$ cat src/rtl/monotonic_cputime_split_core_macros.svh
// Assertion macros shared by the monotonic CPU time split block
`ifndef MONOTONIC_CPUTIME_SPLIT_CORE_MACROS_SVH
`define MONOTONIC_CPUTIME_SPLIT_CORE_MACROS_SVH

// same-cycle implication, clocked on i_clk, off while i_rst_n is low
`define MCS_ASSERT_NOW(lbl, ante, cons, msg) \
    lbl: assert property (@(posedge i_clk) disable iff (!i_rst_n) (ante) |-> (cons)) \
        else $error(msg);

// next-cycle implication, clocked on i_clk, off while i_rst_n is low
`define MCS_ASSERT_NEXT(lbl, ante, cons, msg) \
    lbl: assert property (@(posedge i_clk) disable iff (!i_rst_n) (ante) |=> (cons)) \
        else $error(msg);

`endif

$ cat src/rtl/mcs_pkg.sv
// Types and constants of the monotonic CPU time split block
package mcs_pkg;

    localparam int TIME_BITS = 64;
    localparam int HALF_BITS = 32;
    localparam int PROD_BITS = 2 * HALF_BITS;

    typedef struct packed {
        logic [TIME_BITS-1:0] in_stime;
        logic [TIME_BITS-1:0] in_utime;
        logic [TIME_BITS-1:0] run_time;
    } t_in_beat;

    typedef struct packed {
        logic [TIME_BITS-1:0] out_utime;
        logic [TIME_BITS-1:0] out_stime;
    } t_out_beat;

endpackage

$ cat src/rtl/mcs_in_if.sv
// Input channel: valid/ready handshake carrying one sample beat
interface mcs_in_if import mcs_pkg::*; ();
    logic     valid;
    logic     ready;
    t_in_beat data;

    modport source (output valid, output data, input ready);
    modport sink (input valid, input data, output ready);
endinterface

$ cat src/rtl/mcs_out_if.sv
// Output channel: valid/ready handshake carrying one adjusted time beat
interface mcs_out_if import mcs_pkg::*; ();
    logic      valid;
    logic      ready;
    t_out_beat data;

    modport source (output valid, output data, input ready);
    modport sink (input valid, input data, output ready);
endinterface

$ cat src/rtl/monotonic_cputime_split_core.sv
// Monotonic CPU time split: top level with sequencer, clamps and output register
//
// i_in carries one beat of system ticks, user ticks and total runtime; o_out
// returns one beat of adjusted user and system time for every input beat.
// Values are taken modulo 2^TIME_WIDTH and returned zero-extended to 64 bits.
// One beat is in flight at a time; i_in.ready is high only while idle.
// From acceptance the sequencer passes check and finish when the runtime has
// not grown, and check, clamp, user subtract and finish when a tick count is
// zero. A full split adds normalization passes (one per cycle), then the
// serial multiplier, which retires one bit per cycle, and the divider, which
// retires one quotient bit, ahead of the clamp.
// A zero divisor after normalization skips both.
// The next beat is accepted from idle, entered as its predecessor's result loads.
// The result sits in an output register; the next beat is accepted while it
// waits, and the sequencer holds its next result until o_out is free.
// Reset clears the stored user/system pair to zero and empties the output.
`include "monotonic_cputime_split_core_macros.svh"
module monotonic_cputime_split_core import mcs_pkg::*; #(
    parameter int TIME_WIDTH = 64
) (
    input  logic i_clk,
    input  logic i_rst_n,
    mcs_in_if.sink    i_in,
    mcs_out_if.source o_out
);

    localparam int W = TIME_WIDTH;

    typedef enum logic [7:0] {
        S_IDLE  = 8'b0000_0001,
        S_CHECK = 8'b0000_0010,
        S_NORM  = 8'b0000_0100,
        S_MUL   = 8'b0000_1000,
        S_DIV   = 8'b0001_0000,
        S_CLAMP = 8'b0010_0000,
        S_USUB  = 8'b0100_0000,
        S_FIN   = 8'b1000_0000
    } t_state;

    t_state       r_state;
    t_state       n_state;
    logic [W-1:0] r_sti;
    logic [W-1:0] r_uti;
    logic [W-1:0] r_rt;
    logic [W-1:0] r_tot;
    logic [W-1:0] r_st;
    logic [W-1:0] r_ut;
    logic [W-1:0] r_prev_s;
    logic [W-1:0] r_prev_u;
    logic         r_upd;
    logic         r_ovalid;
    t_out_beat    r_odata;

    logic                 in_acc;
    logic                 out_free;
    logic [W-1:0]         prev_sum;
    logic                 grow;
    logic [W-1:0]         ut_diff;
    logic                 norm_go;
    logic                 norm_done;
    logic [HALF_BITS-1:0] norm_s;
    logic [HALF_BITS-1:0] norm_r;
    logic [HALF_BITS-1:0] norm_tot;
    logic                 mul_go;
    logic                 mul_done;
    logic [PROD_BITS-1:0] mul_prod;
    logic                 div_go;
    logic                 div_done;
    logic [PROD_BITS-1:0] div_quo;

    assign in_acc   = i_in.valid && i_in.ready;
    assign out_free = !r_ovalid || o_out.ready;
    assign prev_sum = r_prev_s + r_prev_u;
    assign grow     = prev_sum < r_rt;
    assign ut_diff  = r_rt - r_st;

    assign norm_go = (r_state == S_CHECK) && grow && (r_sti != '0) && (r_uti != '0);
    assign mul_go  = (r_state == S_NORM) && norm_done && (norm_tot != '0);
    assign div_go  = (r_state == S_MUL) && mul_done;

    always_comb begin
        n_state = r_state;
        case (r_state)
            S_IDLE: begin
                if (i_in.valid) n_state = S_CHECK;
            end
            S_CHECK: begin
                if (!grow) n_state = S_FIN;
                else if (norm_go) n_state = S_NORM;
                else n_state = S_CLAMP;
            end
            S_NORM: begin
                if (norm_done) n_state = (norm_tot != '0) ? S_MUL : S_CLAMP;
            end
            S_MUL: begin
                if (mul_done) n_state = S_DIV;
            end
            S_DIV: begin
                if (div_done) n_state = S_CLAMP;
            end
            S_CLAMP: n_state = S_USUB;
            S_USUB:  n_state = S_FIN;
            S_FIN: begin
                if (out_free) n_state = S_IDLE;
            end
            default: n_state = S_IDLE;
        endcase
    end

    always_ff @(posedge i_clk) begin
        if (!i_rst_n) begin
            r_state  <= S_IDLE;
            r_prev_s <= '0;
            r_prev_u <= '0;
            r_upd    <= 1'b0;
            r_ovalid <= 1'b0;
        end else begin
            r_state <= n_state;
            if (r_state == S_CHECK) r_upd <= grow;
            if ((r_state == S_FIN) && out_free) begin
                r_ovalid <= 1'b1;
                if (r_upd) begin
                    r_prev_s <= r_st;
                    r_prev_u <= r_ut;
                end
            end else if (o_out.ready) begin
                r_ovalid <= 1'b0;
            end
        end
    end

    always_ff @(posedge i_clk) begin
        if (in_acc) begin
            r_sti <= i_in.data.in_stime[W-1:0];
            r_uti <= i_in.data.in_utime[W-1:0];
            r_rt  <= i_in.data.run_time[W-1:0];
            r_tot <= i_in.data.in_stime[W-1:0] + i_in.data.in_utime[W-1:0];
        end
        case (r_state)
            S_CHECK: begin
                r_st <= (r_sti == '0) ? '0 : r_rt;
            end
            S_NORM: begin
                if (norm_done && (norm_tot == '0)) r_st <= '1;
            end
            S_DIV: begin
                if (div_done) r_st <= div_quo[W-1:0];
            end
            S_CLAMP: begin
                if (r_st < r_prev_s) r_st <= r_prev_s;
            end
            S_USUB: begin
                if (ut_diff < r_prev_u) begin
                    r_ut <= r_prev_u;
                    r_st <= r_rt - r_prev_u;
                end else begin
                    r_ut <= ut_diff;
                end
            end
            default: begin
            end
        endcase
        if ((r_state == S_FIN) && out_free) begin
            r_odata.out_utime <= TIME_BITS'(r_upd ? r_ut : r_prev_u);
            r_odata.out_stime <= TIME_BITS'(r_upd ? r_st : r_prev_s);
        end
    end

    mcs_norm #(
        .W (W)
    ) u_norm (
        .i_clk   (i_clk),
        .i_rst_n (i_rst_n),
        .i_start (norm_go),
        .i_s     (r_sti),
        .i_r     (r_rt),
        .i_tot   (r_tot),
        .o_done  (norm_done),
        .o_s     (norm_s),
        .o_r     (norm_r),
        .o_tot   (norm_tot)
    );

    mcs_mul u_mul (
        .i_clk   (i_clk),
        .i_rst_n (i_rst_n),
        .i_start (mul_go),
        .i_a     (norm_s),
        .i_b     (norm_r),
        .o_done  (mul_done),
        .o_prod  (mul_prod)
    );

    mcs_div u_div (
        .i_clk      (i_clk),
        .i_rst_n    (i_rst_n),
        .i_start    (div_go),
        .i_dividend (mul_prod),
        .i_divisor  (norm_tot),
        .o_done     (div_done),
        .o_quo      (div_quo)
    );

    assign i_in.ready  = (r_state == S_IDLE);
    assign o_out.valid = r_ovalid;
    assign o_out.data  = r_odata;

    `MCS_ASSERT_NEXT(a_accept_to_check, in_acc, r_state == S_CHECK, "beat accepted but no check")
    `MCS_ASSERT_NOW(a_norm_done_state, norm_done, r_state == S_NORM, "normalizer done out of turn")
    `MCS_ASSERT_NOW(a_div_done_state, div_done, r_state == S_DIV, "divider done out of turn")
    `MCS_ASSERT_NEXT(a_fin_loads_out, (r_state == S_FIN) && out_free, r_ovalid && (r_state == S_IDLE), "result not loaded")

endmodule

$ cat src/rtl/mcs_norm.sv
// Operand normalizer: one swap/shift iteration per cycle down to 32-bit operands
module mcs_norm import mcs_pkg::*; #(
    parameter int W = 64
) (
    input  logic                 i_clk,
    input  logic                 i_rst_n,
    input  logic                 i_start,
    input  logic [W-1:0]         i_s,
    input  logic [W-1:0]         i_r,
    input  logic [W-1:0]         i_tot,
    output logic                 o_done,
    output logic [HALF_BITS-1:0] o_s,
    output logic [HALF_BITS-1:0] o_r,
    output logic [HALF_BITS-1:0] o_tot
);

    logic         r_busy;
    logic         r_done;
    logic [W-1:0] r_s;
    logic [W-1:0] r_r;
    logic [W-1:0] r_tot;

    logic         swap;
    logic [W-1:0] s1;
    logic [W-1:0] r1;
    logic         tot_hi;
    logic         r_hi;
    logic         s_hi;

    always_comb begin
        swap   = r_s > r_r;
        s1     = swap ? r_r : r_s;
        r1     = swap ? r_s : r_r;
        tot_hi = |r_tot[W-1:HALF_BITS];
        r_hi   = |r1[W-1:HALF_BITS];
        s_hi   = |s1[W-1:HALF_BITS-1];
    end

    always_ff @(posedge i_clk) begin
        if (!i_rst_n) begin
            r_busy <= 1'b0;
            r_done <= 1'b0;
        end else begin
            r_done <= 1'b0;
            if (i_start) begin
                r_busy <= 1'b1;
            end else if (r_busy && !tot_hi && !r_hi) begin
                r_busy <= 1'b0;
                r_done <= 1'b1;
            end
        end
    end

    always_ff @(posedge i_clk) begin
        if (i_start) begin
            r_s   <= i_s;
            r_r   <= i_r;
            r_tot <= i_tot;
        end else if (r_busy) begin
            if (tot_hi || (r_hi && s_hi)) begin
                r_s   <= s1;
                r_r   <= r1 >> 1;
                r_tot <= r_tot >> 1;
            end else if (r_hi) begin
                r_s <= s1 << 1;
                r_r <= r1 >> 1;
            end else begin
                r_s <= s1;
                r_r <= r1;
            end
        end
    end

    assign o_done = r_done;
    assign o_s    = r_s[HALF_BITS-1:0];
    assign o_r    = r_r[HALF_BITS-1:0];
    assign o_tot  = r_tot[HALF_BITS-1:0];

endmodule

$ cat src/rtl/mcs_mul.sv
// Serial 32x32 multiplier: one multiplier bit per cycle, shift-add
module mcs_mul import mcs_pkg::*; (
    input  logic                 i_clk,
    input  logic                 i_rst_n,
    input  logic                 i_start,
    input  logic [HALF_BITS-1:0] i_a,
    input  logic [HALF_BITS-1:0] i_b,
    output logic                 o_done,
    output logic [PROD_BITS-1:0] o_prod
);

    localparam int CNT_W = $clog2(HALF_BITS);

    logic                 r_busy;
    logic                 r_done;
    logic [CNT_W-1:0]     r_cnt;
    logic [HALF_BITS-1:0] r_a;
    logic [HALF_BITS-1:0] r_hi;
    logic [HALF_BITS-1:0] r_lo;
    logic [HALF_BITS:0]   sum;

    assign sum = {1'b0, r_hi} + (r_lo[0] ? {1'b0, r_a} : '0);

    always_ff @(posedge i_clk) begin
        if (!i_rst_n) begin
            r_busy <= 1'b0;
            r_done <= 1'b0;
            r_cnt  <= '0;
        end else begin
            r_done <= 1'b0;
            if (i_start) begin
                r_busy <= 1'b1;
                r_cnt  <= CNT_W'(HALF_BITS - 1);
            end else if (r_busy) begin
                r_cnt <= r_cnt - 1'b1;
                if (r_cnt == '0) begin
                    r_busy <= 1'b0;
                    r_done <= 1'b1;
                end
            end
        end
    end

    always_ff @(posedge i_clk) begin
        if (i_start) begin
            r_a  <= i_a;
            r_hi <= '0;
            r_lo <= i_b;
        end else if (r_busy) begin
            r_hi <= sum[HALF_BITS:1];
            r_lo <= {sum[0], r_lo[HALF_BITS-1:1]};
        end
    end

    assign o_done = r_done;
    assign o_prod = {r_hi, r_lo};

endmodule

$ cat src/rtl/mcs_div.sv
// Serial 64/32 restoring divider: one quotient bit per cycle
module mcs_div import mcs_pkg::*; (
    input  logic                 i_clk,
    input  logic                 i_rst_n,
    input  logic                 i_start,
    input  logic [PROD_BITS-1:0] i_dividend,
    input  logic [HALF_BITS-1:0] i_divisor,
    output logic                 o_done,
    output logic [PROD_BITS-1:0] o_quo
);

    localparam int CNT_W = $clog2(PROD_BITS);

    logic                 r_busy;
    logic                 r_done;
    logic [CNT_W-1:0]     r_cnt;
    logic [HALF_BITS-1:0] r_rem;
    logic [HALF_BITS-1:0] r_dvs;
    logic [PROD_BITS-1:0] r_quo;
    logic [HALF_BITS:0]   trial;
    logic [HALF_BITS:0]   diff;
    logic                 ge;

    always_comb begin
        trial = {r_rem, r_quo[PROD_BITS-1]};
        ge    = trial >= {1'b0, r_dvs};
        diff  = trial - {1'b0, r_dvs};
    end

    always_ff @(posedge i_clk) begin
        if (!i_rst_n) begin
            r_busy <= 1'b0;
            r_done <= 1'b0;
            r_cnt  <= '0;
        end else begin
            r_done <= 1'b0;
            if (i_start) begin
                r_busy <= 1'b1;
                r_cnt  <= CNT_W'(PROD_BITS - 1);
            end else if (r_busy) begin
                r_cnt <= r_cnt - 1'b1;
                if (r_cnt == '0) begin
                    r_busy <= 1'b0;
                    r_done <= 1'b1;
                end
            end
        end
    end

    always_ff @(posedge i_clk) begin
        if (i_start) begin
            r_rem <= '0;
            r_dvs <= i_divisor;
            r_quo <= i_dividend;
        end else if (r_busy) begin
            r_rem <= ge ? diff[HALF_BITS-1:0] : trial[HALF_BITS-1:0];
            r_quo <= {r_quo[PROD_BITS-2:0], ge};
        end
    end

    assign o_done = r_done;
    assign o_quo  = r_quo;

endmodule
$ cat src/flat_wrapper.sv
// flat-port wrapper written by rule: the top's interface ports become plain ports
module monotonic_cputime_split_core_flat import mcs_pkg::*;
#(
    parameter int TIME_WIDTH = 64
)
  (i_clk, i_rst_n, i_in_valid, i_in_data, i_in_ready, o_out_valid, o_out_data, o_out_ready);
  mcs_in_if i_in_i ();
  mcs_out_if o_out_i ();
  input  logic i_clk;
  input  logic i_rst_n;
  input wire logic [$bits(i_in_i.valid)-1:0] i_in_valid;
  input wire logic [$bits(i_in_i.data)-1:0] i_in_data;
  output wire logic [$bits(i_in_i.ready)-1:0] i_in_ready;
  output wire logic [$bits(o_out_i.valid)-1:0] o_out_valid;
  output wire logic [$bits(o_out_i.data)-1:0] o_out_data;
  input wire logic [$bits(o_out_i.ready)-1:0] o_out_ready;
  assign i_in_i.valid = i_in_valid;
  assign i_in_i.data = i_in_data;
  assign i_in_ready = i_in_i.ready;
  assign o_out_valid = o_out_i.valid;
  assign o_out_data = o_out_i.data;
  assign o_out_i.ready = o_out_ready;
  monotonic_cputime_split_core #(.TIME_WIDTH(TIME_WIDTH)) u_core (.i_clk(i_clk), .i_rst_n(i_rst_n), .i_in(i_in_i), .o_out(o_out_i));
endmodule
$ cat config.mk
export PLATFORM = sky130hd
export DESIGN_NAME = monotonic_cputime_split_core_flat
export DESIGN_NICKNAME = d
export VERILOG_FILES = /design/src/rtl/mcs_pkg.sv /design/src/rtl/mcs_in_if.sv /design/src/rtl/mcs_out_if.sv /design/src/rtl/monotonic_cputime_split_core.sv /design/src/rtl/mcs_norm.sv /design/src/rtl/mcs_mul.sv /design/src/rtl/mcs_div.sv /design/src/flat_wrapper.sv
export VERILOG_INCLUDE_DIRS = /design/src /design/src/rtl
export SDC_FILE = /design/constraint.sdc
export NUM_CORES = 2
export LEC_CHECK = 0
export BUFFER_PORTS_ARGS = -buffer_cell sky130_fd_sc_hd__clkbuf_2
export CAP_MARGIN = 30
export CORE_MARGIN = 1
export CORE_UTILIZATION = 60
export CTS_BUF_LIST = sky130_fd_sc_hd__clkbuf_8 sky130_fd_sc_hd__clkbuf_16
export DETAILED_ROUTE_END_ITERATION = 16
export GPL_TIMING_DRIVEN = 0
export MAX_ROUTING_LAYER = met4
export PLACE_DENSITY = 0.85
export SETUP_SLACK_MARGIN = 0.15
export SLEW_MARGIN = 20
export SYNTH_ARGS = -nofsm -noshare
export SYNTH_HDL_FRONTEND = slang
export SYNTH_SLANG_ARGS = --single-unit
$ cat constraint.sdc
create_clock -name i_clk -period 33.2 [get_ports i_clk]
set_input_delay 6.64 -clock i_clk [delete_from_list [all_inputs] [get_ports i_clk]]
set_output_delay 6.64 -clock i_clk [all_outputs]
set_load 0.005 [all_outputs]
## Word level (Yosys, flattened, before mapping)

Cells that the tools add are included.

| word-level totals | value |
|---|---|
| output and inout port bits | 130 |
| input bits | 196 |
| register bits after elaboration | 1083 |
| word-level logic and storage cells | 159 |

| operators by class | value |
|---|---|
| add/subtract/negate cells | 8 |
| reduce and logical (&&, ||, !) cells | 42 |
| bitwise logic cells | 3 |
| mux-type cells | 54 |
| eq/ne operators | 16 |
| magnitude comparators | 5 |

Operator list:

| operator | count |
|---|---|
| $mux W64 | 23 |
| $pmux W64 S5 | 1 |
| $lt A64 B64 Y1 | 3 |
| $add A64 B64 Y64 | 2 |
| $mux W32 | 4 |
| $reduce_bool A64 Y1 | 2 |
| $sub A64 B64 Y64 | 2 |
| $gt A64 B64 Y1 | 1 |
| $logic_not A64 Y1 | 1 |
| $pmux W8 S8 | 1 |
| $reduce_or A32 Y1 | 2 |
| $mux W8 | 6 |
| $add A32 B33 Y33 | 1 |
| $ge A33 B32 Y1 | 1 |
| $reduce_or A33 Y1 | 1 |
| $logic_not A32 Y1 | 1 |
| $reduce_bool A32 Y1 | 1 |
| $sub A32 B32 Y32 | 1 |
| $mux W6 | 4 |
| $mux W1 | 13 |
| $logic_and A1 B1 Y1 | 12 |
| $reduce_bool A2 Y1 | 6 |
| $mux W5 | 2 |
| $ne A2 B2 Y1 const B | 5 |
| other kinds (22) | 32 |

## Depth between registers and ports, before layout

| logic depth | value |
|---|---|
| depth in word-level cells | 8 |
| mapped depth | 30 |
| mapped depth without buffers | 26 |

## By module

A second synthesis with hierarchy kept.

| unflattened totals | value |
|---|---|
| cells, all modules | 6802 |
| area total of the unflattened synthesis | 69168.8 um^2 |

Modules (own cells, without submodules):

| module | sequential area each (um^2) | times used | area each (um^2) | cells each |
|---|---|---|---|---|
| monotonic_cputime_split_core | 18137.4 | 1 | 43436.7 | 4424 |
| mcs_norm | 5805.6 | 1 | 12938.7 | 1241 |
| mcs_div | 3683.5 | 1 | 7320.8 | 659 |
| mcs_mul | 2702.6 | 1 | 5472.7 | 478 |

## Worst setup path after synthesis

OpenSTA, ideal clock, no wires.

| timing | value |
|---|---|
| path kind | input -> register |
| from | input i_in_valid |
| to | register u_core.r_rt[0], enable pin |
| library setup time | 0.648 ns |
| stages on the path | 1 |
| data arrival time | 12.426 ns |
| path slack | 20.126 ns |
| buffers on the path | 0 |
| data required time | 32.552 ns |
| path through | and2_1 |

| on the way | value |
|---|---|
| word-level cells in the longest chain between the ends | 1 |

RTL lines:

| item | line | text |
|---|---|---|
| from (decl) | flat_wrapper.sv:11 | `input wire logic [$bits(i_in_i.valid)-1:0] i_in_valid;` |
| $logic_and A1 B1 Y1 | monotonic_cputime_split_core.sv:71 | `assign in_acc = i_in.valid && i_in.ready;` |
| to (signal assigned) | monotonic_cputime_split_core.sv:136 | `r_rt <= i_in.data.run_time[W-1:0];` |
| to (decl) | monotonic_cputime_split_core.sv:44 | `logic [W-1:0] r_rt;` |

Every way passes these cells.
A chain may end at the register's enable or synchronous reset.

## Final worst setup path

| timing | value |
|---|---|
| from | register u_core.r_rt[1] |
| to | register u_core.r_st[1], enable pin |

| on the way | value |
|---|---|
| word-level cells in the longest chain between the ends | 4 |

RTL lines:

| item | line | text |
|---|---|---|
| $sub A64 B64 Y64 | monotonic_cputime_split_core.sv:75 | `assign ut_diff = r_rt - r_st;` |
| $lt A64 B64 Y1 | monotonic_cputime_split_core.sv:153 | `if (ut_diff < r_prev_u) begin` |
| $ne A2 B1 Y1 (no line) | n/a |  |
| $reduce_and A5 Y1 (no line) | n/a |  |
| to (signal assigned) | monotonic_cputime_split_core.sv:147 | `if (div_done) r_st <= div_quo[W-1:0];` |
| to (signal assigned) | monotonic_cputime_split_core.sv:150 | `if (r_st < r_prev_s) r_st <= r_prev_s;` |
| to (signal assigned) | monotonic_cputime_split_core.sv:155 | `r_st <= r_rt - r_prev_u;` |
| to (decl) | monotonic_cputime_split_core.sv:46 | `logic [W-1:0] r_st;` |

Every way passes these cells.

==> impl_metrics.json <==
{
  "worstSkewPairLatency_ns": 0.75,
  "die_height_um": 337,
  "grt_max_degree": 61,
  "place.gp.congestion": 1.04,
  "multi_input_area_sq_mm": 0.0344,
  "drv_cap": 0,
  "path_depth": 30,
  "min-delay-path-class": "reg2reg",
  "end_kind": "flip-flop",
  "yosysUniqueCellTypes": 109,
  "clkSinkCount": 1083,
  "dr.first_iter.drc_count": 6695,
  "slew_headroom_pct": 29.6,
  "drt_wl_total_um": 216000,
  "cp.required_ns": 33.65,
  "io_pins": 326,
  "dr.pass1.iters": 6,
  "rsz0062_at_grt": "no",
  "dieArea_sq_mm": 0.114,
  "met2_length_um": 95900,
  "vdd_drop_max_mv": 0.0654,
  "report.power.total_mw": 5.96,
  "path_class": "reg2reg",
  "post-dp-hpwl_um": 169000,
  "period_needed_ns": 10.14,
  "yosys_register_bits": 1083,
  "numCtsBuffers": 116,
  "ff_latch_area_sq_mm": 0.0303,
  "antenna_found_initial": 6,
  "synth_nets": 7476,
  "vias_per_cell": 6.45,
  "power.leakage_nw": 30.6,
  "fmax_mhz": 98.6,
  "setup_viol": 0,
  "slowest_stage": "o211ai_1",
  "cp_common_cell": "buf_2",
  "synth_cells": 6701,
  "synth-edff-count": 864,
  "skew_ns": 0.0434,
  "ys_seq_area_share_pct": 44.9,
  "ant_nets": 0,
  "io_buffers": 324,
  "postSynth.asyncResetShare_pct": 0,
  "grt_pass1_vias": 53961,
  "layout-drive-gt1-share_pct": 11.5,
  "syn_area_per_cell_sq_um": 10.1,
  "worst_pin_slew_ns": 1.06,
  "worst_r2r_path_depth": 30,
  "n_fill_cell": 8397,
  "overflow": 0,
  "wl_per_cell_um": 24.6,
  "num_vias": 56657,
  "ctsResizeCount": 0,
  "min_period_over_period_pct": 30.5,
  "cts_root_buf": "clkbuf_16",
  "setup-tns-final_ns": 0,
  "htreeDepth": 3,
  "yosys_warnings": 0,
  "post_cts_buffers": 0,
  "die_x_um": 337,
  "clk_path_buf_depth": 3,
  "yosys-top-cells-area": "edfxtp_1 (38%), ha_1 (11%), dfxtp_1 (6.5%)",
  "start_util_pct": 60.7,
  "syn_to_final_growth_pct": 12.1,
  "cp.buffers_inverters": 7,
  "grt_usage_pct": 38.5,
  "synth_top_area_cell": "edfxtp_1",
  "top_layer": "met4",
  "power_density_mw_per_mm2": 78.8,
  "dr_wl_met3_um": 21100,
  "fin_ws_ns": 23.06,
  "hold_depth": 0,
  "hold_viol_final": 0,
  "cpLargestDelayFamily": "compound AO/OA/AOI/OAI gates",
  "cp_slowest_stage_delay_ns": 0.81,
  "cts_tree": "yes",
  "slew_viol_final": 0,
  "dominantRegCellSynth": "edfxtp_1",
  "cp_max_fo": 10,
  "syn_area_sq_mm": 0.0675,
  "status": "completed",
  "grt_pass1_wl_um": 321000,
  "fin_nets": 7959,
  "clk_pin_slew_ns": 0.06,
  "worstSetupStartpointType": "flip-flop",
  "pre_cts_ws_ns": 22.72,
  "coreArea_sq_mm": 0.111,
  "synth_top_area_share_pct": 38.4,
  "wl_met1_um": 82600,
  "fp-row-count": 122,
  "holdBufCountCts": 0,
  "drcViolationCount": 0,
  "arrival_ns": 10.60
}
-- stage by stage --
stage	hold slack (ns)	cells	area, sq um	utilization [%]
after floorplan	0.427	6701	67500	-
after global placement	0.441	8513	71000	63.9
after detailed placement	0.439	8553	71600	64.4
after CTS	0.459	8773	75600	68.1
after global routing	0.460	8781	75700	68.1
final	0.439	8781	75700	68.1
-- report_power, final --
part           leakage, nW  internal (mW)  total (mW)  switching [mW]
Sequential            9.74           1.91        2.20           0.296
Combinational         18.8          0.997        2.40            1.40
Clock                 2.05          0.790        1.37           0.577
-- state kept, by name, summed over array words and instances, names as in the netlist, 8 cells and up --
register	flops
u_core.r_st	64
u_core.u_div.r_dvs	32
u_core.u_mul.r_hi	32
u_core.u_mul.r_a	32
u_core.u_norm.r_tot	64
u_core.u_norm.r_s	64
u_core.u_mul.r_lo	32
u_core.r_prev_u	64
u_core.r_rt	64
u_core.u_div.o_quo	64
u_core.r_prev_s	64
u_core.r_state	8
u_core.o_out.data	128
u_core.r_tot	64
u_core.r_ut	64
u_core.r_uti	64
u_core.u_div.r_rem	32
u_core.r_sti	64
u_core.u_norm.r_r	64
-- worst reg2reg max path: cells and delay by family, from the launching register on --
family                   cells  cell delay [ns]
AO/OA/AOI/OAI               14             4.36
adder cells (fa/ha/maj)      2             0.62
buffers and inverters        7             2.25
flip-flops                   1             0.53
AND/OR/NAND/NOR              7             2.07
-- cell families (layout without fill, tap and decap cells) --
kind of cell | Yosys count | count (layout) | share of synthesized area [%]
buf+inv | 724 | 1309 | 4.27
other cells | 0 | 7 | 0
compound gates | 1834 | 1834 | 17.4
simple gates | 1827 | 1827 | 13.1
fa+ha+maj | 579 | 579 | 10.8
mux | 378 | 378 | 5.85
flops | 1083 | 1083 | 44.9
xor+xnor | 276 | 276 | 3.58
-- per-layer routing --
metal	up-vias	GRT usage, %
li1	25700	-
met4	0	24.4
met3	758	6.00
met2	3243	58.6
met1	26956	48.0
met5	-	-
-- final timing paths --
check / startpoint / slack, ns / end
hold reg to reg: u_core.u_norm.r_tot[0]$_DFFE_PP_ / 0.44 / u_core.u_div.r_dvs[0]$_DFFE_PP_
setup reg to reg: u_core.r_rt[1]$_DFFE_PP_ / 23.06 / u_core.r_st[1]$_DFFE_PP_
hold / removal: u_core.u_norm.r_tot[0]$_DFFE_PP_ / 0.44 / u_core.u_div.r_dvs[0]$_DFFE_PP_
setup / recovery: u_core.r_rt[1]$_DFFE_PP_ / 23.06 / u_core.r_st[1]$_DFFE_PP_
-- cells in the mapped netlist (all sizes together) (64+ instances only) --
| cell | number |
|---|---|
| a21oi | 575 |
| buf | 79 |
| nor3 | 64 |
| o21bai | 80 |
| mux2 | 131 |
| nor2 | 332 |
| inv | 463 |
| nand3 | 101 |
| xnor2 | 175 |
| ha | 573 |
| o22ai | 78 |
| edfxtp | 864 |
| xor2 | 101 |
| clkbuf | 180 |
| nor2b | 176 |
| nand2 | 694 |
| mux2i | 247 |
| nor4 | 113 |
| dfxtp | 219 |
| nand4 | 108 |
| o21ai | 413 |
| a21o | 268 |
-- layout make-up --
| type | instances | area share [%] |
|---|---|---|
| antenna | 7 | 0.0232 |
| buffer | 259 | 1.52 |
| clock buffer | 126 | 4.03 |
| clock inverter | 94 | 1.27 |
| inverter | 465 | 2.31 |
| multi-input combinational | 4894 | 45.4 |
| sequential | 1083 | 40.1 |
| tap | 1488 | 2.46 |
| timing repair buffer | 365 | 2.88 |
-- layout by cell type, fill, tap and decap left out, types with 117 or more instances in the layout --
master / synthesis / final
a21o_1: 267 / 267
a21oi_1: 569 / 568
clkbuf_1: 180 / 174
clkbuf_16: 0 / 117
clkbuf_2: 0 / 329
dfxtp_1: 219 / 219
edfxtp_1: 864 / 864
ha_1: 573 / 573
inv_1: 463 / 487
mux2_2: 125 / 125
mux2i_1: 247 / 247
nand2_1: 692 / 690
nor2_1: 331 / 331
nor2b_1: 176 / 176
o21ai_0: 395 / 395
xnor2_1: 175 / 175
(Power assumes the default switching activity.)
